### config.mk
export PLATFORM = sky130hd
export DESIGN_NAME = llti_log2
export DESIGN_NICKNAME = d
export VERILOG_FILES = /design/src/hw/rtl/llti_pkg.sv /design/src/hw/rtl/llti_log2.sv
export SDC_FILE = /design/constraint.sdc
export NUM_CORES = 2
export LEC_CHECK = 0
export BUFFER_PORTS_ARGS = -buffer_cell sky130_fd_sc_hd__buf_2
export CAP_MARGIN = 20
export CELL_PAD_IN_SITES_DETAIL_PLACEMENT = 1
export CELL_PAD_IN_SITES_GLOBAL_PLACEMENT = 1
export CORE_MARGIN = 3
export CORE_UTILIZATION = 35
export DETAILED_ROUTE_END_ITERATION = 8
export PLACE_DENSITY_LB_ADDON = 0.08
export SYNTH_ARGS = -nofsm -noshare
export SYNTH_HDL_FRONTEND = slang
export SYNTH_SLANG_ARGS = --single-unit
export TNS_END_PERCENT = 100
### constraint.sdc
create_clock -name clk -period 13.55 [get_ports clk]
set_clock_uncertainty 0.2 [all_clocks]
set_input_delay 4.065 -clock clk [delete_from_list [all_inputs] [get_ports clk]]
set_output_delay 4.065 -clock clk [all_outputs]
set_load 0.01 [all_outputs]
### src/hw/rtl/llti_pkg.sv
package llti_pkg;

  localparam int TABLE_DEPTH_DEF   = 64;
  localparam int LOG_FRAC_BITS_DEF = 24;
  localparam int LOG_INT_BITS      = 8;
  localparam int TIME_FRAC         = 24;
  localparam int WEIGHT_BITS       = 24;
  localparam int MANT_FRAC         = 31;

  typedef enum logic [1:0] {
    REQ_CLEAR  = 2'd0,
    REQ_APPEND = 2'd1,
    REQ_QUERY  = 2'd2,
    REQ_UNUSED = 2'd3
  } req_code_t;

  typedef enum logic [1:0] {
    ST_OK    = 2'd0,
    ST_EMPTY = 2'd1,
    ST_FULL  = 2'd2,
    ST_BAD   = 2'd3
  } status_t;

  typedef struct packed {
    logic [1:0]  req_type;
    logic [31:0] position;
    logic [63:0] entry_time;
    logic [63:0] fallback_time;
  } req_t;

  typedef struct packed {
    logic [63:0] result_time;
    logic [1:0]  status;
  } rsp_t;

  function automatic logic [63:0] isqrt64(input logic [63:0] x_in);
    logic [63:0] x;
    logic [63:0] r;
    logic [63:0] b;
    x = x_in;
    r = 64'd0;
    b = 64'h4000_0000_0000_0000;
    for (int k = 0; k < 32; k++) begin
      if (b > x) b = b >> 2;
    end
    for (int k = 0; k < 32; k++) begin
      if (b != 64'd0) begin
        if (x >= r + b) begin
          x = x - (r + b);
          r = (r >> 1) + b;
        end else begin
          r = r >> 1;
        end
        b = b >> 2;
      end
    end
    return r;
  endfunction

  // root 2^(2^-n) in Q1.31, built by repeated square roots
  function automatic logic [63:0] exp2_root(input int n);
    logic [63:0] c;
    c = 64'h1_0000_0000;
    for (int k = 0; k < n; k++) begin
      c = isqrt64(c << 31);
    end
    return c;
  endfunction

endpackage

### src/hw/rtl/llti_log2.sv
module llti_log2 #(
  parameter int FRAC  = llti_pkg::LOG_FRAC_BITS_DEF,
  parameter int LOG_W = llti_pkg::LOG_INT_BITS + llti_pkg::LOG_FRAC_BITS_DEF
) (
  input  logic             clk,
  input  logic             rst,
  input  logic             start,
  input  logic [63:0]      t,
  output logic             done,
  output logic [LOG_W-1:0] log_val
);

  localparam int CNT_W = $clog2(FRAC);

  typedef enum logic [2:0] {
    L_IDLE = 3'b001,
    L_NORM = 3'b010,
    L_SQ   = 3'b100
  } lstate_t;

  lstate_t          state;
  logic [63:0]      norm;
  logic [63:0]      norm_next;
  logic [2:0]       ncnt;
  logic [5:0]       p;
  logic [6:0]       sh;
  logic             top_zero;
  logic [31:0]      m;
  logic [63:0]      prod;
  logic [32:0]      msq;
  logic [FRAC-1:0]  frac;
  logic [CNT_W-1:0] cnt;

  always_comb begin
    sh        = 7'd32 >> ncnt;
    top_zero  = (norm >> (7'd64 - sh)) == 64'd0;
    norm_next = top_zero ? (norm << sh) : norm;
    prod      = 64'(m) * 64'(m);
    msq       = prod[63:31];
  end

  always_ff @(posedge clk) begin
    if (rst) begin
      state <= L_IDLE;
      done  <= 1'b0;
    end else begin
      done <= state == L_SQ && cnt == CNT_W'(FRAC - 1);
      unique case (state)
        L_IDLE: begin
          if (start) begin
            norm  <= t;
            p     <= 6'd63;
            ncnt  <= 3'd0;
            state <= L_NORM;
          end
        end
        L_NORM: begin
          norm <= norm_next;
          if (top_zero) p <= p - sh[5:0];
          ncnt <= ncnt + 3'd1;
          if (ncnt == 3'd5) begin
            m     <= norm_next[63:32];
            cnt   <= '0;
            state <= L_SQ;
          end
        end
        L_SQ: begin
          m    <= msq[32] ? msq[32:1] : msq[31:0];
          frac <= {frac[FRAC-2:0], msq[32]};
          cnt  <= cnt + 1'b1;
          if (cnt == CNT_W'(FRAC - 1)) state <= L_IDLE;
        end
        default: state <= L_IDLE;
      endcase
    end
  end

  assign log_val = {LOG_W'(8'(p) - 8'(llti_pkg::TIME_FRAC))} << FRAC | LOG_W'(frac);

endmodule

==> flow_summary_export.csv <==
group,metric,value,unit
synthesis,synthAdderAreaFrac,47.4,%
placement,io_buffer_count,99,
clock_network,cts_resized,0,
worst_setup_path,critPathMaxStageDelay,0.60,ns
synthesis,synth_area,41600,sq um
sta,tns,0,ns
floorplan,die_x,351,microns
synthesis,netlist_instances,4488,
route,drc,0,
min_path,hp-class,"reg -> reg",
synthesis,synth_warnings,0,
worst_setup_path,required,13.56,ns
synthesis,synth_top_area_share,38.1,%
global_routing,grt_usage,24.5,%
clock_network,clkLatencyLatePin,0.48,ns
synthesis,avgSynthCellArea,9.28,sq um
route,routed_wl,147000,microns
power,switching_share,45.3,%
clock_network,cts_tree,"yes",
floorplan,initial_core_util,35.6,%
sta,min_period_over_period,74.1,%
sta,grt_setup_unrepaired,"false",
synthesis,synth-seq-area-share,9.85,%
power,power.share.clock,23.7,%
route,vias_per_cell,5.23,
floorplan,die_y,351,microns
finish,area_delta_synth_final,6.17,%
sta,relSlewSlack,28.8,%
finish,layout.nets,5595,
floorplan,io_pins,100,
route,dr.pass1.iters,5,
power,sequentialPowerShare,23.4,%
floorplan,core_area,117000,sq um
route,vias,31200,
clock_network,clock_path_buffers,2,
synthesis,yosys-top-cells-area,"fa_1 (38%), edfxtp_1 (9.7%), ha_1 (9.3%)",
route,wl_met2,71700,microns
synthesis,synth_simple_gate_area_share,12.0,%
finish,final_cell_mix,"inv_1 (987), fa_1 (792), nand2_1 (460), ha_1 (309), and2_1 (239)",
status,status,"completed",
power,vdd_drop_max,97.8,uV
synthesis,syn_nets,5657,
sta,hold_viol,0,
power,p_per_area,48.8,nW/um^2
synthesis,synth_xor_area_share,1.99,%
global_routing,antenna_found_initial,12,
clock_network,holdBufCountCts,0,
synthesis,synth.mux.area_fraction,7.81,%
synthesis,synth_top_family_by_area,"adder cells",
synthesis,synth.distinct_cells,93,
worst_setup_path,endpoint_kind,"flip-flop",
finish,drive_above_1_share,7.82,%
route,topRoutingLayerUsed,"met5",
route,m1WireLength,66700,microns
route,drt_iter0_drc,1953,
power,netSwitchingPower,0.978,mW
placement,dp_hpwl,118000,microns
worst_setup_path,start_kind,"flip-flop",
route,met3_length,5910,microns
synthesis,ys_ff_latch,138,
synthesis,synth_edf_count,134,
worst_setup_path,slowest_stage,"clkinv_1",
floorplan,floorplan.die_area,123000,sq um
sta,worst_pin_slew,1.07,ns
route,wl_per_cell,24.7,microns
sta,fmax,0.0996,GHz
clock_network,cts.htree.levels,4,
power,combinationalPowerShare,52.9,%
synthesis,async_flop_share,0,%
power,power,2.16,mW
synthesis,ys.flop_type,"edfxtp_1",
synthesis,synth_area_leader_cell,"fa_1",
clock_network,cts_setup_buffers,0,
power,leakage,22.4,nW
route,ant_nets,0,
worst_setup_path,critPathKind,"reg -> reg",
worst_setup_path,critPathMaxFanout,42,
global_routing,overflow,0,
clock_network,cts_buffers,17,
clock_network,clk_pin_slew,0.07,ns
global_routing,grt_pass1_wl,224000,microns
floorplan,rows,125,
worst_setup_path,critPathArrivalTime,10.05,ns
run,cap_viol_max_count,0,
placement,gp_congestion,0.907,
finish,fin_util,37.7,%
worst_setup_path,critPathMostFrequentCell,"fa_1",
clock_network,root_buffer,"clkbuf_16",
sta,maxSlewViolCount,0,
sta,setup_violations,0,
global_routing,grt_max_degree,93,
finish,layout_commonest_cell,"inv_1",
clock_network,cts.sinks,138,
sta,finalCriticalPeriod,10.04,ns
synthesis,synth-compound-area-share,9.46,%
global_routing,grt_pass1_vias,34700,
power,internal_power,1.18,mW
cells in the mapped netlist (41+ instances only):
master and instances:
a211oi_1 44, a21o_1 41, a21oi_1 184, and2_1 239, and3_1 43, clkbuf_1 190, edfxtp_1 134, fa_1 792
ha_1 310, inv_1 987, mux2_2 47, mux2i_1 202, nand2_1 461, nor2_1 125, o21ai_0 113, xnor2_1 42
xor2_1 48
worst max-delay path, delay by kind of cell (launching register included):
family | cells | cell delay [ns]
XOR/XNOR | 1 | 0.17
buffers and inverters | 8 | 2.10
flip-flops | 1 | 0.32
AO/OA/AOI/OAI | 5 | 1.49
adder cells (fa/ha/maj) | 9 | 4.23
AND/OR/NAND/NOR | 5 | 1.22
power by group through the flow:
stage	Combinational, mW	Sequential, mW	Clock [mW]
6_report	1.14	0.505	0.512
3_5_place_dp	1.13	0.513	0
4_1_cts	1.14	0.504	0.525
3_3_place_gp	1.13	0.513	0
5_1_grt	1.25	0.506	0.538
2_1_floorplan	0.765	0.504	0
logic make-up (layout without fill, tap and decap cells):
logic type               Yosys count  count (layout)
flip-flops                       138             138
other                              0               1
XOR/XNOR                          92              92
adder cells (fa/ha/maj)         1102            1102
multiplexers                     284             284
buffers and inverters           1239            1190
AND/OR/NAND/NOR                 1038            1038
AO/OA/AOI/OAI                    595             595
cell type report:
| class | count | area, sq um |
|---|---|---|
| antenna | 1 | 2.50 |
| clock buffer | 17 | 425 |
| clock inverter | 15 | 180 |
| fill | 13500 | 72900 |
| inverter | 993 | 3730 |
| multi-input combinational | 3111 | 32900 |
| sequential | 138 | 4100 |
| tap | 1524 | 1910 |
| timing repair buffer | 165 | 991 |
routing by layer:
metal,vias to the layer above,track usage (%)
li1,14100,-
met2,601,41.6
met1,16400,33.8
met5,-,0
met4,2,4.66
met3,130,2.70
stage by stage:
step	cell area (sq um)	std cells	worst slack, ns	hold slack, ns
floorplan	41600	4488	3.17	0.297
global placement	43600	5931	3.42	0.223
detailed placement	43600	5931	3.38	0.228
CTS	44200	5963	3.38	0.242
global route	44200	5963	2.90	0.256
finish	44200	5964	3.51	0.241
flip-flops by register name (all words and copies together), names as in the netlist:
register,cells
norm,64
m,32
frac,24
p,6
cnt,5
ncnt,3
state,3
done,1
final timing paths:
path,depth (start not counted),end,slack (ns),startpoint
min,0,frac[16]$_DFFE_PP_,0.24,frac[15]$_DFFE_PP_
min reg2reg,0,frac[16]$_DFFE_PP_,0.24,frac[15]$_DFFE_PP_
max reg2reg,28,m[0]$_DFFE_PP_,3.51,m[16]$_DFFE_PP_
max,28,m[0]$_DFFE_PP_,3.51,m[16]$_DFFE_PP_
No activity file was read; power rests on OpenSTA's default activity.
