**config.mk**
```make
export PLATFORM = sky130hd
export DESIGN_NAME = llti_exp2
export DESIGN_NICKNAME = d
export VERILOG_FILES = /design/src/hw/rtl/llti_pkg.sv /design/src/hw/rtl/llti_exp2.sv
export SDC_FILE = /design/constraint.sdc
export NUM_CORES = 2
export LEC_CHECK = 0
export ABC_AREA = 1
export BUFFER_PORTS_ARGS = -buffer_cell sky130_fd_sc_hd__buf_2
export CORE_MARGIN = 4
export CORE_UTILIZATION = 65
export CTS_CLUSTER_SIZE = 25
export DETAILED_ROUTE_END_ITERATION = 7
export HOLD_SLACK_MARGIN = 0.1
export PLACE_DENSITY = 0.82
export REMOVE_ABC_BUFFERS = 1
export SETUP_SLACK_MARGIN = 0.5
export SLEW_MARGIN = 5
export SYNTH_ARGS = -nofsm -noshare
export SYNTH_HDL_FRONTEND = slang
export SYNTH_SLANG_ARGS = --single-unit
```
**constraint.sdc**
```tcl
create_clock -name clk -period 11.3 [get_ports clk]
set_input_delay 2.26 -clock clk [delete_from_list [all_inputs] [get_ports clk]]
set_output_delay 2.26 -clock clk [all_outputs]
set_load 0.02 [all_outputs]
```
**src/hw/rtl/llti_pkg.sv**
```systemverilog
package llti_pkg;

  localparam int TABLE_DEPTH_DEF   = 64;
  localparam int LOG_FRAC_BITS_DEF = 24;
  localparam int LOG_INT_BITS      = 8;
  localparam int TIME_FRAC         = 24;
  localparam int WEIGHT_BITS       = 24;
  localparam int MANT_FRAC         = 31;

  typedef enum logic [1:0] {
    REQ_CLEAR  = 2'd0,
    REQ_APPEND = 2'd1,
    REQ_QUERY  = 2'd2,
    REQ_UNUSED = 2'd3
  } req_code_t;

  typedef enum logic [1:0] {
    ST_OK    = 2'd0,
    ST_EMPTY = 2'd1,
    ST_FULL  = 2'd2,
    ST_BAD   = 2'd3
  } status_t;

  typedef struct packed {
    logic [1:0]  req_type;
    logic [31:0] position;
    logic [63:0] entry_time;
    logic [63:0] fallback_time;
  } req_t;

  typedef struct packed {
    logic [63:0] result_time;
    logic [1:0]  status;
  } rsp_t;

  function automatic logic [63:0] isqrt64(input logic [63:0] x_in);
    logic [63:0] x;
    logic [63:0] r;
    logic [63:0] b;
    x = x_in;
    r = 64'd0;
    b = 64'h4000_0000_0000_0000;
    for (int k = 0; k < 32; k++) begin
      if (b > x) b = b >> 2;
    end
    for (int k = 0; k < 32; k++) begin
      if (b != 64'd0) begin
        if (x >= r + b) begin
          x = x - (r + b);
          r = (r >> 1) + b;
        end else begin
          r = r >> 1;
        end
        b = b >> 2;
      end
    end
    return r;
  endfunction

  // root 2^(2^-n) in Q1.31, built by repeated square roots
  function automatic logic [63:0] exp2_root(input int n);
    logic [63:0] c;
    c = 64'h1_0000_0000;
    for (int k = 0; k < n; k++) begin
      c = isqrt64(c << 31);
    end
    return c;
  endfunction

endpackage

```
**src/hw/rtl/llti_exp2.sv**
```systemverilog
module llti_exp2 #(
  parameter int FRAC  = llti_pkg::LOG_FRAC_BITS_DEF,
  parameter int LOG_W = llti_pkg::LOG_INT_BITS + llti_pkg::LOG_FRAC_BITS_DEF
) (
  input  logic             clk,
  input  logic             rst,
  input  logic             start,
  input  logic [LOG_W-1:0] l,
  output logic             done,
  output logic [63:0]      res
);

  localparam int CNT_W = $clog2(FRAC);
  localparam int IW    = llti_pkg::LOG_INT_BITS;

  typedef enum logic [2:0] {
    E_IDLE = 3'b001,
    E_MUL  = 3'b010,
    E_SH   = 3'b100
  } estate_t;

  estate_t            state;
  logic [31:0]        ctab [FRAC];
  logic [31:0]        m;
  logic [FRAC-1:0]    f;
  logic signed [IW-1:0] ip;
  logic [CNT_W-1:0]   cnt;
  logic [63:0]        prod;
  logic signed [IW:0] s;
  logic [IW:0]        ns;
  logic [95:0]        ext;
  logic [63:0]        sh_res;

  for (genvar g = 0; g < FRAC; g++) begin : g_ctab
    localparam logic [63:0] CV = llti_pkg::exp2_root(g + 1);
    assign ctab[g] = CV[31:0];
  end

  always_comb begin
    prod = 64'(m) * 64'(ctab[cnt]);
    s    = $signed({ip[IW-1], ip}) - (IW + 1)'(llti_pkg::MANT_FRAC - llti_pkg::TIME_FRAC);
    ns   = (IW + 1)'(-s);
    ext  = 96'(m) << s[5:0];
    if (ip > IW'(64)) begin
      sh_res = '1;
    end else if (!s[IW]) begin
      if (s > (IW + 1)'(32) || ext[95:64] != 32'd0) sh_res = '1;
      else sh_res = ext[63:0];
    end else if (ns >= (IW + 1)'(32)) begin
      sh_res = '0;
    end else begin
      sh_res = 64'(m) >> ns[4:0];
    end
  end

  always_ff @(posedge clk) begin
    if (rst) begin
      state <= E_IDLE;
      done  <= 1'b0;
    end else begin
      done <= state == E_SH;
      unique case (state)
        E_IDLE: begin
          if (start) begin
            ip    <= l[LOG_W-1:FRAC];
            f     <= l[FRAC-1:0];
            m     <= 32'h8000_0000;
            cnt   <= '0;
            state <= E_MUL;
          end
        end
        E_MUL: begin
          if (f[FRAC-1]) m <= prod[62:31];
          f   <= f << 1;
          cnt <= cnt + 1'b1;
          if (cnt == CNT_W'(FRAC - 1)) state <= E_SH;
        end
        E_SH: begin
          res   <= sh_res;
          state <= E_IDLE;
        end
        default: state <= E_IDLE;
      endcase
    end
  end

endmodule

```
==> results.md <==
- Status: finished with violations
- Violated checks: DRC
- Port Buffers: 99
- Arr. time, crit path: 10.31 ns
- Hold crit path type: reg2reg
- Post-synth ARST share: 0%
- CTS max path bufs: 2
- Clock sink count: 137
- Fillers: 5,400
- H-tree depth: 4
- Synthesized-area fraction occupied by adder cells: around 49%
- HPWL Detailed: 123,100 um
- Gr usage total: 45.85%
- CORE AREA: roughly 65,000 um2
- First-pass GRT wire length: 241,100 um
- Min Tclk post-route: 10.10 ns
- Hold endpoint: done
- Hold buffer count at cts: 0
- Critical path peak fanout: 16
- Crit path kind: reg2reg
- Layout cell share with drive strength beyond 1: 5.016%
- Hold path start: state[1]
- Sequential share of the synthesized area: 9.510%
- R2R Path End: m[27]
- Main combinational cell family by area after synthesis: adder cells
- Distinct cells, synth: 55
- Count of final setup violators: 0
- Slew at the pin with the worst max-slew slack: 1.404 ns
- Initial antenna violation count: 6
- Post-Synth Simple-Gate Area: between 20% and 30%
- CTS tree: yes
- Final slew viol count: 0
- Synth Flop Type: edfxtp_1
- Final WS setup: approximately 1.2 ns
- RSZ-0062 raised after global routing: no
- CP Capture Type: flip-flop
- Die Span X: 264.7 um
- CP max stage delay: roughly 0.79 ns
- Cell Area, Synth: approximately 43,000 um2
- Die Footprint: 70,080 um2
- Final core utilization: roughly 69%
- Worst r2r src: cnt[4]
- Max capacitance violation total: 0
- Final hold violation count: 0
- Vias in the first global route: 40,480
- Required @ worst endpoint: 11.51 ns
- Register-to-register path setup slack: 1.20 ns
- Worst R2R Path Depth: 29
- CP startpoint kind: flip-flop
- Number of synthesized flops with an enable pin: 133
- Vert. Die Dim: ~260 um
- Clk root buf: clkbuf_16
- Nets@finish: 6,682
- Top-Level Pins: 100
- Synth Area in Compound Gates: 6.093%
- Via/cell ratio: 6.174
- # DRC: 1
- Post-route ant nets: 0
- Mux cell area share after synthesis: 0.1168%
- Mapped Cells: approximately 5,600
- Max Fclk: just under 100 MHz
- Area grow syn2layout: 4.177%
- Drt first pass iters: 8
- Gr ovfl total: 0
- Skew final: 0.01402 ns
- Final GP Congestion: 1.096
- Ys Warns: 0
- Placement Setup Slack: between 1.5 and 2 ns
- Post-CTS setup buffer count: 0
- Commonest non-fill, non-tap cell in the layout: nand2_1
- Hold depth: 1
- Drt total wl: 158,400 um
- Critical-path top delay cell: nor2_1
- FP Rows: 93
- Via count of the routed design: 39,290
- Total CTS buffers: 17
- Number of synthesized register bits: 137
- Setup tns final: 0 ns
- DRT iter0 DRCs: roughly 5,100
- Most used cell, CP: fa_1
- Mapped Avg Cell Area: 7.706 um2
- Final Non-Filler Cells: 6,363
- Largest net degree at the start of global routing: 72
- Clk slew on worst S/H paths: 0.07 ns
- Most frequent cells in the layout: 1,148 x nand2_1, 1,082 x inv_1, 863 x fa_1
- DP Cell Count: 6,325
- Rel. slew slack: 6.422%
- Initial Utilization: about 66%
- Synth Area in XOR/XNOR: 0.3213%
- Post-CTS sizing: 0
- Worst-Skew Late Latency: 0.45 ns
- Drt wl/cell: 24.90 um
- Fin crit share: 89.36%
## sequential cells by signal, summed over array words and instances, names as in the netlist
signal / count
cnt: 5
state: 3
res: 64
m: 32
done: 1
ip: 8
f: 24
## worst max-delay path, delay by kind of cell, from the launching register on
kind | cells | cell delay, ns
AND/OR/NAND/NOR | 8 | 2.32
AO/OA/AOI/OAI | 5 | 1.05
adder cells (fa/ha/maj) | 9 | 4.37
flip-flops | 1 | 0.67
buffers and inverters | 7 | 1.43
## logic make-up after synthesis
group | after synthesis
AO/OA/AOI/OAI | 469
AND/OR/NAND/NOR | 2373
multiplexers | 5
XOR/XNOR | 14
adder cells (fa/ha/maj) | 1158
buffers and inverters | 1403
flip-flops | 137
## per-layer routing
| metal | part of all wire [%] | vias up | track usage, % | wire length [um] |
|---|---|---|---|---|
| met5 | 0.016 | - | 0 | 26 |
| met1 | 34 | 18790 | 57.19 | 53650 |
| met2 | 42 | 2983 | 67.59 | 66090 |
| li1 | - | 16650 | - | - |
| met3 | 15 | 862 | 15.20 | 23060 |
| met4 | 9.9 | 4 | 32.40 | 15610 |
## Yosys cell counts (7+ instances only)
cell / count / share of area (%)
nor3_1: 28 / 0.33
clkbuf_1: 211 / 1.8
nor2_1: 851 / 7.5
nand3_1: 232 / 2.7
clkinv_1: 19 / 0.17
edfxtp_1: 133 / 9.3
a21o_1: 16 / 0.28
buf_2: 37 / 0.43
fa_1: 863 / 40
inv_1: 1083 / 9.5
o21a_1: 13 / 0.23
o21ai_0: 188 / 2.2
buf_1: 18 / 0.16
nand4_1: 80 / 1.2
o211ai_1: 7 / 0.12
buf_4: 18 / 0.32
ha_1: 295 / 8.6
xnor2_1: 8 / 0.16
a21boi_0: 8 / 0.14
buf_6: 8 / 0.21
a31oi_1: 45 / 0.66
nand2_1: 1150 / 10
inv_2: 9 / 0.079
o21ai_1: 9 / 0.11
o21bai_1: 8 / 0.14
nor4_1: 11 / 0.16
a21oi_1: 152 / 1.8
## metrics by stage
step                      hold WS [ns]  cell area, um2
after floorplan                 0.4181           41570
after global placement          0.4601           44010
after detailed placement        0.4740           44010
after CTS                       0.4842           44610
after global routing            0.5198           44610
final                           0.4796           44630
## how the worst max path moves through the flow
stage / to / depth (start not counted) / slack (ns) / from
final: m[27] / 29 / 1.20 / cnt[4]
after global routing: m[27] / 29 / 0.85 / cnt[4]
after CTS: m[27] / 29 / 1.49 / cnt[4]
after detailed placement: m[27] / 29 / 1.53 / cnt[4]
after global placement: m[27] / 29 / 1.61 / cnt[2]
after floorplan: m[27] / 29 / 2.22 / cnt[4]
## area by class of cell
class | count | area, um2 | area share, %
multi-input cells | 4019 | 33420 | 74.88
repair buffers | 203 | 1276 | 2.860
clock buffers | 17 | 425.4 | 0.9532
inverters | 1111 | 4170 | 9.345
flip-flops and latches | 137 | 4074 | 9.129
diodes | 6 | 15.01 | 0.03364
well taps | 855 | 1070 | 2.397
clock inverters | 15 | 181.4 | 0.4065
Power is left out: the tool's default activity adds up to more than one toggle a clock period on the data nets, which glitch-free logic cannot reach.
