### config.mk
export PLATFORM = sky130hd
export DESIGN_NAME = llti_interp
export DESIGN_NICKNAME = d
export VERILOG_FILES = /design/src/hw/rtl/llti_pkg.sv /design/src/hw/rtl/llti_interp.sv
export SDC_FILE = /design/constraint.sdc
export NUM_CORES = 1
export LEC_CHECK = 0
export BUFFER_PORTS_ARGS = -buffer_cell sky130_fd_sc_hd__buf_2
export CORE_ASPECT_RATIO = 0.6
export CORE_MARGIN = 2
export CORE_UTILIZATION = 45
export CTS_CLUSTER_DIAMETER = 40
export DETAILED_ROUTE_END_ITERATION = 6
export PLACE_DENSITY = 0.64
export SETUP_SLACK_MARGIN = 0.02
export SYNTH_ARGS = -nofsm -noshare
export SYNTH_HDL_FRONTEND = slang
export SYNTH_SLANG_ARGS = --single-unit
export TNS_END_PERCENT = 1
### constraint.sdc
create_clock -name clk -period 12.2 [get_ports clk]
set_input_delay 0.61 -clock clk [delete_from_list [all_inputs] [get_ports clk]]
set_output_delay 0.61 -clock clk [all_outputs]
set_load 0.02 [all_outputs]
### src/hw/rtl/llti_pkg.sv
package llti_pkg;

  localparam int TABLE_DEPTH_DEF   = 64;
  localparam int LOG_FRAC_BITS_DEF = 24;
  localparam int LOG_INT_BITS      = 8;
  localparam int TIME_FRAC         = 24;
  localparam int WEIGHT_BITS       = 24;
  localparam int MANT_FRAC         = 31;

  typedef enum logic [1:0] {
    REQ_CLEAR  = 2'd0,
    REQ_APPEND = 2'd1,
    REQ_QUERY  = 2'd2,
    REQ_UNUSED = 2'd3
  } req_code_t;

  typedef enum logic [1:0] {
    ST_OK    = 2'd0,
    ST_EMPTY = 2'd1,
    ST_FULL  = 2'd2,
    ST_BAD   = 2'd3
  } status_t;

  typedef struct packed {
    logic [1:0]  req_type;
    logic [31:0] position;
    logic [63:0] entry_time;
    logic [63:0] fallback_time;
  } req_t;

  typedef struct packed {
    logic [63:0] result_time;
    logic [1:0]  status;
  } rsp_t;

  function automatic logic [63:0] isqrt64(input logic [63:0] x_in);
    logic [63:0] x;
    logic [63:0] r;
    logic [63:0] b;
    x = x_in;
    r = 64'd0;
    b = 64'h4000_0000_0000_0000;
    for (int k = 0; k < 32; k++) begin
      if (b > x) b = b >> 2;
    end
    for (int k = 0; k < 32; k++) begin
      if (b != 64'd0) begin
        if (x >= r + b) begin
          x = x - (r + b);
          r = (r >> 1) + b;
        end else begin
          r = r >> 1;
        end
        b = b >> 2;
      end
    end
    return r;
  endfunction

  // root 2^(2^-n) in Q1.31, built by repeated square roots
  function automatic logic [63:0] exp2_root(input int n);
    logic [63:0] c;
    c = 64'h1_0000_0000;
    for (int k = 0; k < n; k++) begin
      c = isqrt64(c << 31);
    end
    return c;
  endfunction

endpackage

### src/hw/rtl/llti_interp.sv
module llti_interp #(
  parameter int W = llti_pkg::LOG_INT_BITS + llti_pkg::LOG_FRAC_BITS_DEF
) (
  input  logic         clk,
  input  logic         rst,
  input  logic         start,
  input  logic [31:0]  num,
  input  logic [31:0]  den,
  input  logic [W-1:0] absd,
  output logic         done,
  output logic [W-1:0] mag
);

  localparam int WB    = llti_pkg::WEIGHT_BITS;
  localparam int CNT_W = $clog2(WB);

  typedef enum logic [1:0] {
    I_IDLE = 2'b01,
    I_RUN  = 2'b10
  } istate_t;

  istate_t          state;
  logic [31:0]      r;
  logic [31:0]      b;
  logic [W-1:0]     d;
  logic [W+WB-1:0]  acc;
  logic [CNT_W-1:0] cnt;
  logic [32:0]      r2;
  logic             ge;

  always_comb begin
    r2 = {r, 1'b0};
    ge = r2 >= {1'b0, b};
  end

  always_ff @(posedge clk) begin
    if (rst) begin
      state <= I_IDLE;
      done  <= 1'b0;
    end else begin
      done <= state == I_RUN && cnt == CNT_W'(WB - 1);
      unique case (state)
        I_IDLE: begin
          if (start) begin
            r     <= num;
            b     <= den;
            d     <= absd;
            acc   <= '0;
            cnt   <= '0;
            state <= I_RUN;
          end
        end
        I_RUN: begin
          r   <= ge ? 32'(r2 - {1'b0, b}) : r2[31:0];
          acc <= (acc << 1) + (ge ? (W + WB)'(d) : '0);
          cnt <= cnt + 1'b1;
          if (cnt == CNT_W'(WB - 1)) state <= I_IDLE;
        end
        default: state <= I_IDLE;
      endcase
    end
  end

  assign mag = acc[W+WB-1:WB];

endmodule

==> flow_summary.yaml, run 1 <==
status:
  status: "complete, no violations"
detailed_routing:
  vias: 8810
  vias_per_cell: 5.73
  drc: 0
  drt-total-wl_um: 28500
  antenna_left: 0
  drt_first_iter_violations: 927
  routedWlPerCell_um: 18.5
  first_pass_iters: 5
global_route:
  grt_max_degree: 72
  grt_usage_pct: 23.0
  grt_pass1_wl_um: 45300
  antenna_found_initial: 0
  globalRouteOverflowTotal: 0
  grt_pass1_vias: 8233
cts:
  ctsResizeCount: 0
  clock_path_buffers: 2
  hold_buffers: 0
  post_cts_buffers: 0
  cts.htree.levels: 4
  clock_sinks: 160
  cts-root-buf: "clkbuf_16"
  clkTransAtPathRegs_ns: 0.07
  insertion_delay_ns: 0.45
  cts_buffers: 17
  cts_tree: "done"
sta:
  rsz0062_at_grt: "false"
  report.final.slew_viol_count: 0
  fin_skew_ns: 0.00998
  maxSlewHeadroom_pct: 33.2
  fmax_mhz: 171
  worstMarginPinSlew_ns: 1.00
  min_period_over_period_pct: 47.9
  min_period_ns: 5.84
  fin_setup_tns_ns: 0
  setup_viol: 0
  report.final.hold_viol_count: 0
pwr:
  p_leak_uw: 0.00480
  power_uw: 1730
  powerDensity_nw_per_um2: 143
  ir_worst_vdd_mv: 0.0877
yosys:
  yosysSeqAreaShare_pct: 43.8
  ys_ff_latch: 160
  synth_nets: 1297
  synth_flop_cell: "edfxtp_1"
  async_flop_share_pct: 0
  ys_warn_count: 0
  syn_inst: 1130
  ys_types: 78
  synth-edff-count: 157
  avgSynthCellArea_um2: 9.64
  syn_area_um2: 10900
layout:
  fill_cells: 2214
  area_growth_pct: 11.4
  fin_nets: 1370
  multiInputGateArea_um2: 5410
  seq_area_um2: 4770
  utilization_pct: 50.7
  antenna_cells: 0
  final_area_um2: 12100
  drive_gt1_share_pct: 16.6
hold_path:
  min_path_type: "primary input to flop"
critical_path:
  critPathArrivalTime_ns: 6.05
  crit_path_max_fanout: 48
  worstSetupEndpointType: "flop"
  start_kind: "flop"
  worstSetupPathType: "flop to flop"
  cp.required_ns: 12.41
floorplan:
  die_x_um: 205
  start_util_pct: 45.5
  io_pins: 132
  rows: 44
  die_h_um: 125
  core_area_um2: 23900
  die_area_um2: 25500
place:
  globalplace.congestion: 0.916
  portBuffers: 131
  hpwlAfterDp_um: 20400
  placed_area_um2: 11500
run:
  cap_violations: 0
==> critical path, stage by stage (launching register included) <==
cell and delay, ns:
edfxtp_1 0.40, ha_1 0.44, and4_1 0.33, and2_1 0.25, nand4_1 0.15, a21oi_1 0.08
a2111oi_1 0.62, o21ai_4 0.26, buf_4 0.37, and3_1 0.25, ha_1 0.38, a211oi_1 0.33
o211ai_1 0.17, a21oi_1 0.28, a2bb2oi_1 0.35, o211a_1 0.44, nor2_1 0.16, and3_1 0.22
mux2i_1 0.11
==> layer usage <==
| metal | global-route usage [%] | vias to the layer above | wire length [um] |
|---|---|---|---|
| met1 | 38.0 | 4118 | 15100 |
| met2 | 28.6 | 373 | 10400 |
| met5 | 0 | - | 0 |
| met4 | 6.10 | 0 | 311 |
| li1 | - | 4288 | - |
| met3 | 5.63 | 31 | 2660 |
==> layout make-up <==
type,count,area share [%]
well taps,322,3.32
inverters,59,1.82
repair buffers,140,5.96
clock inverters,15,1.49
clock buffers,17,3.51
flip-flops and latches,160,39.3
multi-input cells,825,44.6
==> layout by cell type, fill, tap and decap left out, types with 12 or more instances in the layout <==
cell type / netlist / final
and3_1: 38 / 38
nand2_1: 91 / 91
edfxtp_1: 157 / 157
a21oi_1: 75 / 75
nand2b_1: 23 / 23
a31oi_1: 28 / 28
buf_2: 7 / 131
a21o_1: 24 / 24
xor2_1: 15 / 15
a211oi_1: 14 / 13
o21ai_0: 51 / 51
o211ai_1: 22 / 22
o21a_1: 13 / 13
o21ai_1: 12 / 12
nand3_1: 48 / 48
nand4_1: 20 / 20
nor3_1: 26 / 25
mux2i_1: 17 / 17
ha_1: 66 / 65
clkbuf_16: 0 / 17
inv_1: 59 / 58
xnor2_1: 33 / 33
nor2_1: 99 / 98
==> metrics by stage <==
step	cells	worst slack (ns)	hold slack, ns
final	1538	6.36	0.325
after global routing	1538	5.99	0.307
after CTS	1538	6.54	0.300
after detailed placement	1506	6.58	0.459
after global placement	1506	6.68	0.457
after floorplan	1130	4.02	0.440
==> registers in the layout (all words and copies together), names as in the netlist <==
name and count:
acc 56, b 32, cnt 5, done 1, d 32, state 2, r 32
==> where the power goes <==
group / switching [uW] / internal (uW) / total [uW] / leakage, uW
Clock: 258 / 312 / 570 / 0.000301
Combinational: 302 / 179 / 481 / 0.00299
Sequential: 24.7 / 659 / 683 / 0.00151
==> cell usage after synthesis, types with 4 or more instances <==
| master | n | area [um2] |
|---|---|---|
| edfxtp_1 | 157 | 4710 |
| nor2_1 | 99 | 372 |
| nand2_1 | 91 | 342 |
| a21oi_1 | 75 | 375 |
| ha_1 | 66 | 826 |
| inv_1 | 59 | 221 |
| o21ai_0 | 51 | 255 |
| nand3_1 | 48 | 240 |
| and3_1 | 38 | 238 |
| buf_4 | 33 | 248 |
| xnor2_1 | 33 | 289 |
| clkbuf_1 | 32 | 120 |
| a31oi_1 | 28 | 175 |
| nor3_1 | 26 | 130 |
| a21o_1 | 24 | 180 |
| nand2b_1 | 23 | 144 |
| o211ai_1 | 22 | 165 |
| nand4_1 | 20 | 125 |
| mux2i_1 | 17 | 170 |
| xor2_1 | 15 | 131 |
| a211oi_1 | 14 | 105 |
| o21a_1 | 13 | 97.6 |
| o21ai_1 | 12 | 60.1 |
| or3_1 | 10 | 62.6 |
| and2_1 | 9 | 56.3 |
| nor2b_1 | 9 | 56.3 |
| buf_2 | 7 | 35.0 |
| nor3b_1 | 6 | 45.0 |
| a21boi_0 | 5 | 37.5 |
| buf_1 | 4 | 15.0 |
| buf_6 | 4 | 45.0 |
| nor4_1 | 4 | 25.0 |
| o21bai_1 | 4 | 30.0 |
==> final timing paths <==
path | cells after the start | startpoint | slack, ns | to
max | 18 | r[22]$_DFFE_PP_ | 6.36 | acc[51]$_SDFFCE_PP0P_
min | 1 | absd[26] | 0.32 | d[26]$_DFFE_PP_
max reg2reg | 18 | r[22]$_DFFE_PP_ | 6.36 | acc[51]$_SDFFCE_PP0P_
min reg2reg | 2 | state[0]$_SDFFE_PP1P_ | 0.47 | state[0]$_SDFFE_PP1P_
==> kinds of logic (layout without fill, tap and decap cells) <==
kind of cell	Yosys count	count (layout)	share of synthesized area, %
adders and majority gates	68	68	7.95
and+or+nand+nor	401	401	18.3
buffers and inverters	145	231	6.94
xor gates and xnor gates	48	48	3.86
DFF	160	160	43.8
muxes	17	17	1.56
AOI/OAI and AO/OA	291	291	17.6
(Power assumes the default switching activity.)
==> run 2, diff against run 1 <==
--- a/config.mk
+++ b/config.mk
@@ -11,7 +11,7 @@
 export CORE_UTILIZATION = 45
 export CTS_CLUSTER_DIAMETER = 40
 export DETAILED_ROUTE_END_ITERATION = 6
-export PLACE_DENSITY = 0.64
+export PLACE_DENSITY = 0.67
 export SETUP_SLACK_MARGIN = 0.02
 export SYNTH_ARGS = -nofsm -noshare
 export SYNTH_HDL_FRONTEND = slang
==> constraint.sdc (replaced) <==
create_clock -name clk -period 5.1 [get_ports clk]
set_input_delay 0.255 -clock clk [delete_from_list [all_inputs] [get_ports clk]]
set_output_delay 0.255 -clock clk [all_outputs]
set_load 0.02 [all_outputs]
==> run 2 against run 1 <==
- non-clock buffer count rose by 106
- routed wire length up 9.3%
- sequential cell count stayed put
- largest cell class unchanged
- count of clock-buffer cells in the layout is 2 higher
- via count is 7.4% higher
- critical endpoint is now acc[45]$_SDFFCE_PP0P_
- critical path type unchanged
==> flow_summary.yaml, run 2 (synthesis results as in run 1) <==
floorplan:
  die_h_um: 125
  io_pins: 132
  start_util_pct: 45.5
  rows: 44
  die_area_um2: 25500
  core_area_um2: 23900
  die_x_um: 205
cts:
  cts-root-buf: "clkbuf_16"
  cts_tree: "done"
  cts_buffers: 17
  cts.htree.levels: 4
  clkTransAtPathRegs_ns: 0.06
  insertion_delay_ns: 0.44
  clock_sinks: 160
  clock_path_buffers: 2
layout:
  antenna_cells: 0
  drive_gt1_share_pct: 19.7
  layout_common_cells: "157 x edfxtp_1, 131 x buf_2, 98 x nor2_1, 91 x nand2_1, 72 x a21oi_1"
  largest_reg_flops: 56
  fin_nets: 1478
  fill_cells: 2103
  mostFrequentLayoutCell: "edfxtp_1"
  area_growth_pct: 21.3
  regMostFlops: "acc"
  seq_area_um2: 4770
  multiInputGateArea_um2: 5540
  final_area_um2: 13200
sta:
  rsz0062_at_grt: "true"
  setup_ws_ns: 0.185
  min_period_over_period_pct: 96.4
  report.final.slew_viol_count: 0
  min_period_ns: 4.91
  maxSlewHeadroom_pct: 31.7
  fmax_mhz: 203
  worstMarginPinSlew_ns: 1.02
  report.final.hold_viol_count: 0
  setup_viol: 0
  fin_skew_ns: 0.0101
pwr:
  powerDensity_nw_per_um2: 322
  p_leak_uw: 0.00525
  ir_worst_vdd_mv: 0.238
critical_path:
  rr_endpoint: "acc[45]$_SDFFCE_PP0P_"
  reg2reg_from: "r[13]$_DFFE_PP_"
  worstSetupEndpointType: "flop"
  crit_path_max_fanout: 12
  worstRegToRegCells: 20
  reg2reg_slack_ns: 0.19
  cp.required_ns: 5.27
  worstSetupPathType: "flop to flop"
  critPathArrivalTime_ns: 5.08
  start_kind: "flop"
  crit_start: "r[13]$_DFFE_PP_"
detailed_routing:
  antenna_left: 0
  drt_first_iter_violations: 918
  routedWlPerCell_um: 18.9
  drt-total-wl_um: 31200
  drc: 0
  vias_per_cell: 5.75
  first_pass_iters: 6
  vias: 9462
hold_path:
  min_to: "d[1]$_DFFE_PP_"
  hp-start: "absd[1]"
  min_path_type: "primary input to flop"
  hold-path-cell-count: 1
place:
  portBuffers: 131
  globalplace.congestion: 0.939
  placed_area_um2: 11800
  hpwlAfterDp_um: 21900
  place_ws_ns: -0.168
global_route:
  antenna_found_initial: 0
  grt_pass1_vias: 8658
  grt_pass1_wl_um: 48500
  globalRouteOverflowTotal: 0
  grt_max_degree: 62
  grt_usage_pct: 24.6
run:
  cap_violations: 0
status:
  status: "complete, no violations"
## run 2: changes by cell type in the layout (fill, tap and decap cells not counted), sizes merged, moves of 2 or more
cell	change
inv	-11
clkinv	+4
dlygate4sd3	+61
o21ai	+2
clkbuf	+2
buf	+45
clkinvlp	+3
## run 2: final cells by class
| class | count | share of cell area (%) |
|---|---|---|
| well taps | 322 | 3.05 |
| repair buffers | 246 | 12.8 |
| inverters | 59 | 1.68 |
| flip-flops and latches | 160 | 36.1 |
| clock buffers | 19 | 3.28 |
| clock inverters | 12 | 1.08 |
| multi-input cells | 827 | 41.9 |
## run 2: timing repair
item / in CTS / in global routing
gates resized for setup: 2 / 20
endpoints found under the setup margin: 15 / 34
setup buffers: 2 / 5
pin swaps: 2 / 3
hold buffers: 61 / 0
hold endpoints to repair: 61 / 0
gates cloned: 1 / 1
## run 2: power breakdown
group	switching, uW	leakage, uW	total (uW)	internal [uW]
sequential	60.5	0.00151	1640	1580
clock	545	0.000272	1310	761
combinational	781	0.00347	1310	525
total	1390	0.00525	4250	2860
## run 2: how the worst max path moves through the flow
stage / to / slack (ns) / depth (start not counted)
5_1_grt: acc[41]$_SDFFCE_PP0P_ / -0.04 / 19
2_1_floorplan: acc[0]$_SDFFCE_PN0P_ / 0.18 / 3
6_report: acc[45]$_SDFFCE_PP0P_ / 0.19 / 20
4_1_cts: acc[50]$_SDFFCE_PP0P_ / 0.03 / 18
3_5_place_dp: acc[47]$_SDFFCE_PP0P_ / -0.17 / 20
3_3_place_gp: acc[47]$_SDFFCE_PP0P_ / 0.02 / 20
## run 2: critical path, stage by stage, from the launching register on
cell and delay [ns]:
edfxtp_1 0.39, ha_1 0.30, buf_4 0.16, a21oi_1 0.24, nand4_1 0.19, a21boi_2 0.24, nor2_1 0.10, o311ai_4 0.36
o21ai_4 0.13, buf_4 0.18, and3_1 0.17, ha_1 0.32, nor2b_2 0.18, o31a_1 0.27, o31ai_1 0.38, a21o_2 0.28
o211a_1 0.23, buf_4 0.20, nor3_1 0.08, xnor2_1 0.15, nor2_1 0.06
## run 2: routing by layer
layer	track usage (%)	vias to the layer above	part of all wire, %
met5	0	-	0
met4	5.20	0	0.83
met3	6.10	16	9.4
met2	30.9	443	38
met1	40.9	4505	52
li1	-	4498	-
## run 2: stage by stage
stage	instances	hold slack (ns)	util, %	setup TNS [ns]	power [uW]
finish	1645	0.0279	55.2	0	4250
global route	1645	0.00212	55.2	-0.218	4440
CTS	1639	0.00159	54.6	0	4210
detailed placement	1544	0.433	49.4	-0.883	2860
global placement	1544	0.432	49.4	0	2830
floorplan	1130	0.332	-	0	2520
==> run 3, diff against run 2 <==
--- a/config.mk
+++ b/config.mk
@@ -11,7 +11,8 @@
 export CORE_UTILIZATION = 45
 export CTS_CLUSTER_DIAMETER = 40
 export DETAILED_ROUTE_END_ITERATION = 6
-export PLACE_DENSITY = 0.67
+export GPL_TIMING_DRIVEN = 0
+export PLACE_DENSITY = 0.64
 export SETUP_SLACK_MARGIN = 0.02
 export SYNTH_ARGS = -nofsm -noshare
 export SYNTH_HDL_FRONTEND = slang
==> constraint.sdc (replaced) <==
create_clock -name clk -period 4.6 [get_ports clk]
set_input_delay 0.23 -clock clk [delete_from_list [all_inputs] [get_ports clk]]
set_output_delay 0.23 -clock clk [all_outputs]
set_load 0.02 [all_outputs]
==> run 3 against run 2 <==
- the flow now finishes with violations (negative setup slack)
- final cell count rose by 5.1%
- first-iteration DRC count did not move
- sequential share of layout area fell by 3.6 points
- core utilization rose by 6.1 points
- sequential power rose by 12%
- maximum frequency rose by 3.7%
- total power rose by 21%
- critical path type unchanged
- clock skew fell by 0.00080 ns
- critical endpoint is now acc[44]$_SDFFCE_PP0P_
- highest routed layer unchanged
==> flow_summary.yaml, run 3 (synthesis results as in run 1) <==
status:
  status: "finished, violations left"
  violations: "negative setup slack"
cts:
  clock_sinks: 160
  insertion_delay_ns: 0.45
  clock_path_buffers: 2
  cts-root-buf: "clkbuf_16"
  cts_buffers: 17
  cts.htree.levels: 4
  cts_tree: "done"
  clkTransAtPathRegs_ns: 0.07
floorplan:
  io_pins: 132
  die_x_um: 205
  die_h_um: 125
  die_area_um2: 25500
  core_area_um2: 23900
  rows: 44
  start_util_pct: 45.5
sta:
  fin_setup_tns_ns: -1.42
  report.final.hold_viol_count: 0
  min_period_ns: 4.74
  rsz0062_at_grt: "true"
  setup_viol: 19
  fin_skew_ns: 0.00933
  worstMarginPinSlew_ns: 0.978
  min_period_over_period_pct: 103
  hold_slack_ns: 0.0729
  fmax_mhz: 211
  maxSlewHeadroom_pct: 34.4
  report.final.slew_viol_count: 0
  setup_ws_ns: -0.139
critical_path:
  worstRegToRegCells: 18
  reg2reg_slack_ns: -0.14
  start_kind: "flop"
  critPathArrivalTime_ns: 4.93
  cp.required_ns: 4.79
  worstSetupPathType: "flop to flop"
  worstSetupEndpointType: "flop"
  crit_path_max_fanout: 10
hold_path:
  hold-path-cell-count: 2
  min_path_type: "primary input to flop"
detailed_routing:
  vias_per_cell: 5.66
  drc: 0
  drt-total-wl_um: 33200
  antenna_left: 0
  vias: 9789
  routedWlPerCell_um: 19.2
  first_pass_iters: 5
  drt_first_iter_violations: 918
layout:
  area_growth_pct: 34.7
  drive_gt1_share_pct: 29.1
  regMostFlops: "acc"
  fill_cells: 1993
  largest_reg_flops: 56
  mostFrequentLayoutCell: "edfxtp_1"
  utilization_pct: 61.3
  multiInputGateArea_um2: 6200
  fin_nets: 1561
  seq_area_um2: 4770
  finalNonFillerCells: 1729
  layout_common_cells: "157 x edfxtp_1, 136 x buf_2, 94 x nor2_1, 87 x nand2_1, 80 x buf_4"
  antenna_cells: 0
global_route:
  grt_pass1_wl_um: 50500
  antenna_found_initial: 0
  grt_max_degree: 30
  globalRouteOverflowTotal: 0
  grt_usage_pct: 26.0
  grt_pass1_vias: 9144
pwr:
  power_uw: 5130
  powerDensity_nw_per_um2: 350
  p_leak_uw: 0.00571
  ir_worst_vdd_mv: 0.279
place:
  portBuffers: 131
  placed_cells: 1591
  globalplace.congestion: 0.932
  hpwlAfterDp_um: 23300
run:
  cap_violations: 0
-- run 3: cell types whose count changed in the layout (fill, tap and decap cells not counted), sizes merged --
| cell | change |
|---|---|
| bufinv | +2 |
| clkinvlp | -1 |
| clkbuf | +23 |
| dlygate4sd3 | +3 |
| o21ai | -2 |
| bufbuf | +1 |
| inv | +2 |
| buf | +56 |
-- run 3: layout make-up --
cell class              instances  area share [%]
multi-input cells             825            42.3
flip-flops and latches        160            32.5
repair buffers                254            12.6
plain buffers                  77            3.92
clock buffers                  17            2.90
well taps                     322            2.75
inverters                      59            1.51
clock inverters                15            1.47
-- run 3: power breakdown --
part | internal (uW) | switching, uW
clock network | 960 | 631
logic | 771 | 942
registers | 1750 | 79.1
-- run 3: final timing paths --
path / startpoint / to
worst min register to register: state[1]$_SDFFE_PP0P_ / state[1]$_SDFFE_PP0P_
worst max register to register: r[7]$_DFFE_PP_ / acc[44]$_SDFFCE_PP0P_
worst max-delay path: r[7]$_DFFE_PP_ / acc[44]$_SDFFCE_PP0P_
worst min-delay path: num[0] / r[0]$_DFFE_PP_
-- run 3: metrics by stage --
step                      instance area (um2)  worst slack, ns
after floorplan                         10900          -0.0318
after global placement                  12000            -1.18
after detailed placement                12100            -1.20
after CTS                               14300           -0.216
after global routing                    14700           -0.300
final                                   14700           -0.139
-- run 3: routing by layer --
metal  up-vias  track usage, %  routed length, um
met2       442            34.5              13100
met5         -               0                  0
li1       4667               -                  -
met1      4634            41.3              16600
met3        46            5.65               2860
met4         0            8.01                586
-- run 3: repair_timing --
item,in CTS,in global routing
hold buffers,64,0
pin swaps,42,46
gates cloned,1,0
resized for setup,126,57
hold endpoints to repair,64,0
endpoints found under the setup margin,48,45
buffers inserted,27,23
-- run 3: worst max-delay path, cell delays in order (launching register included) --
cell and delay (ns):
edfxtp_1 0.42, ha_1 0.31, buf_6 0.11, o21ai_1 0.08, and2b_2 0.23, a2111oi_4 0.36, o311ai_4 0.16, o21ai_4 0.34
buf_8 0.19, and3_1 0.19, ha_4 0.23, a21oi_1 0.28, o22ai_1 0.16, o211ai_1 0.20, o211ai_1 0.18, o21a_4 0.29
o2111ai_4 0.42, a21oi_1 0.14, mux2i_1 0.15
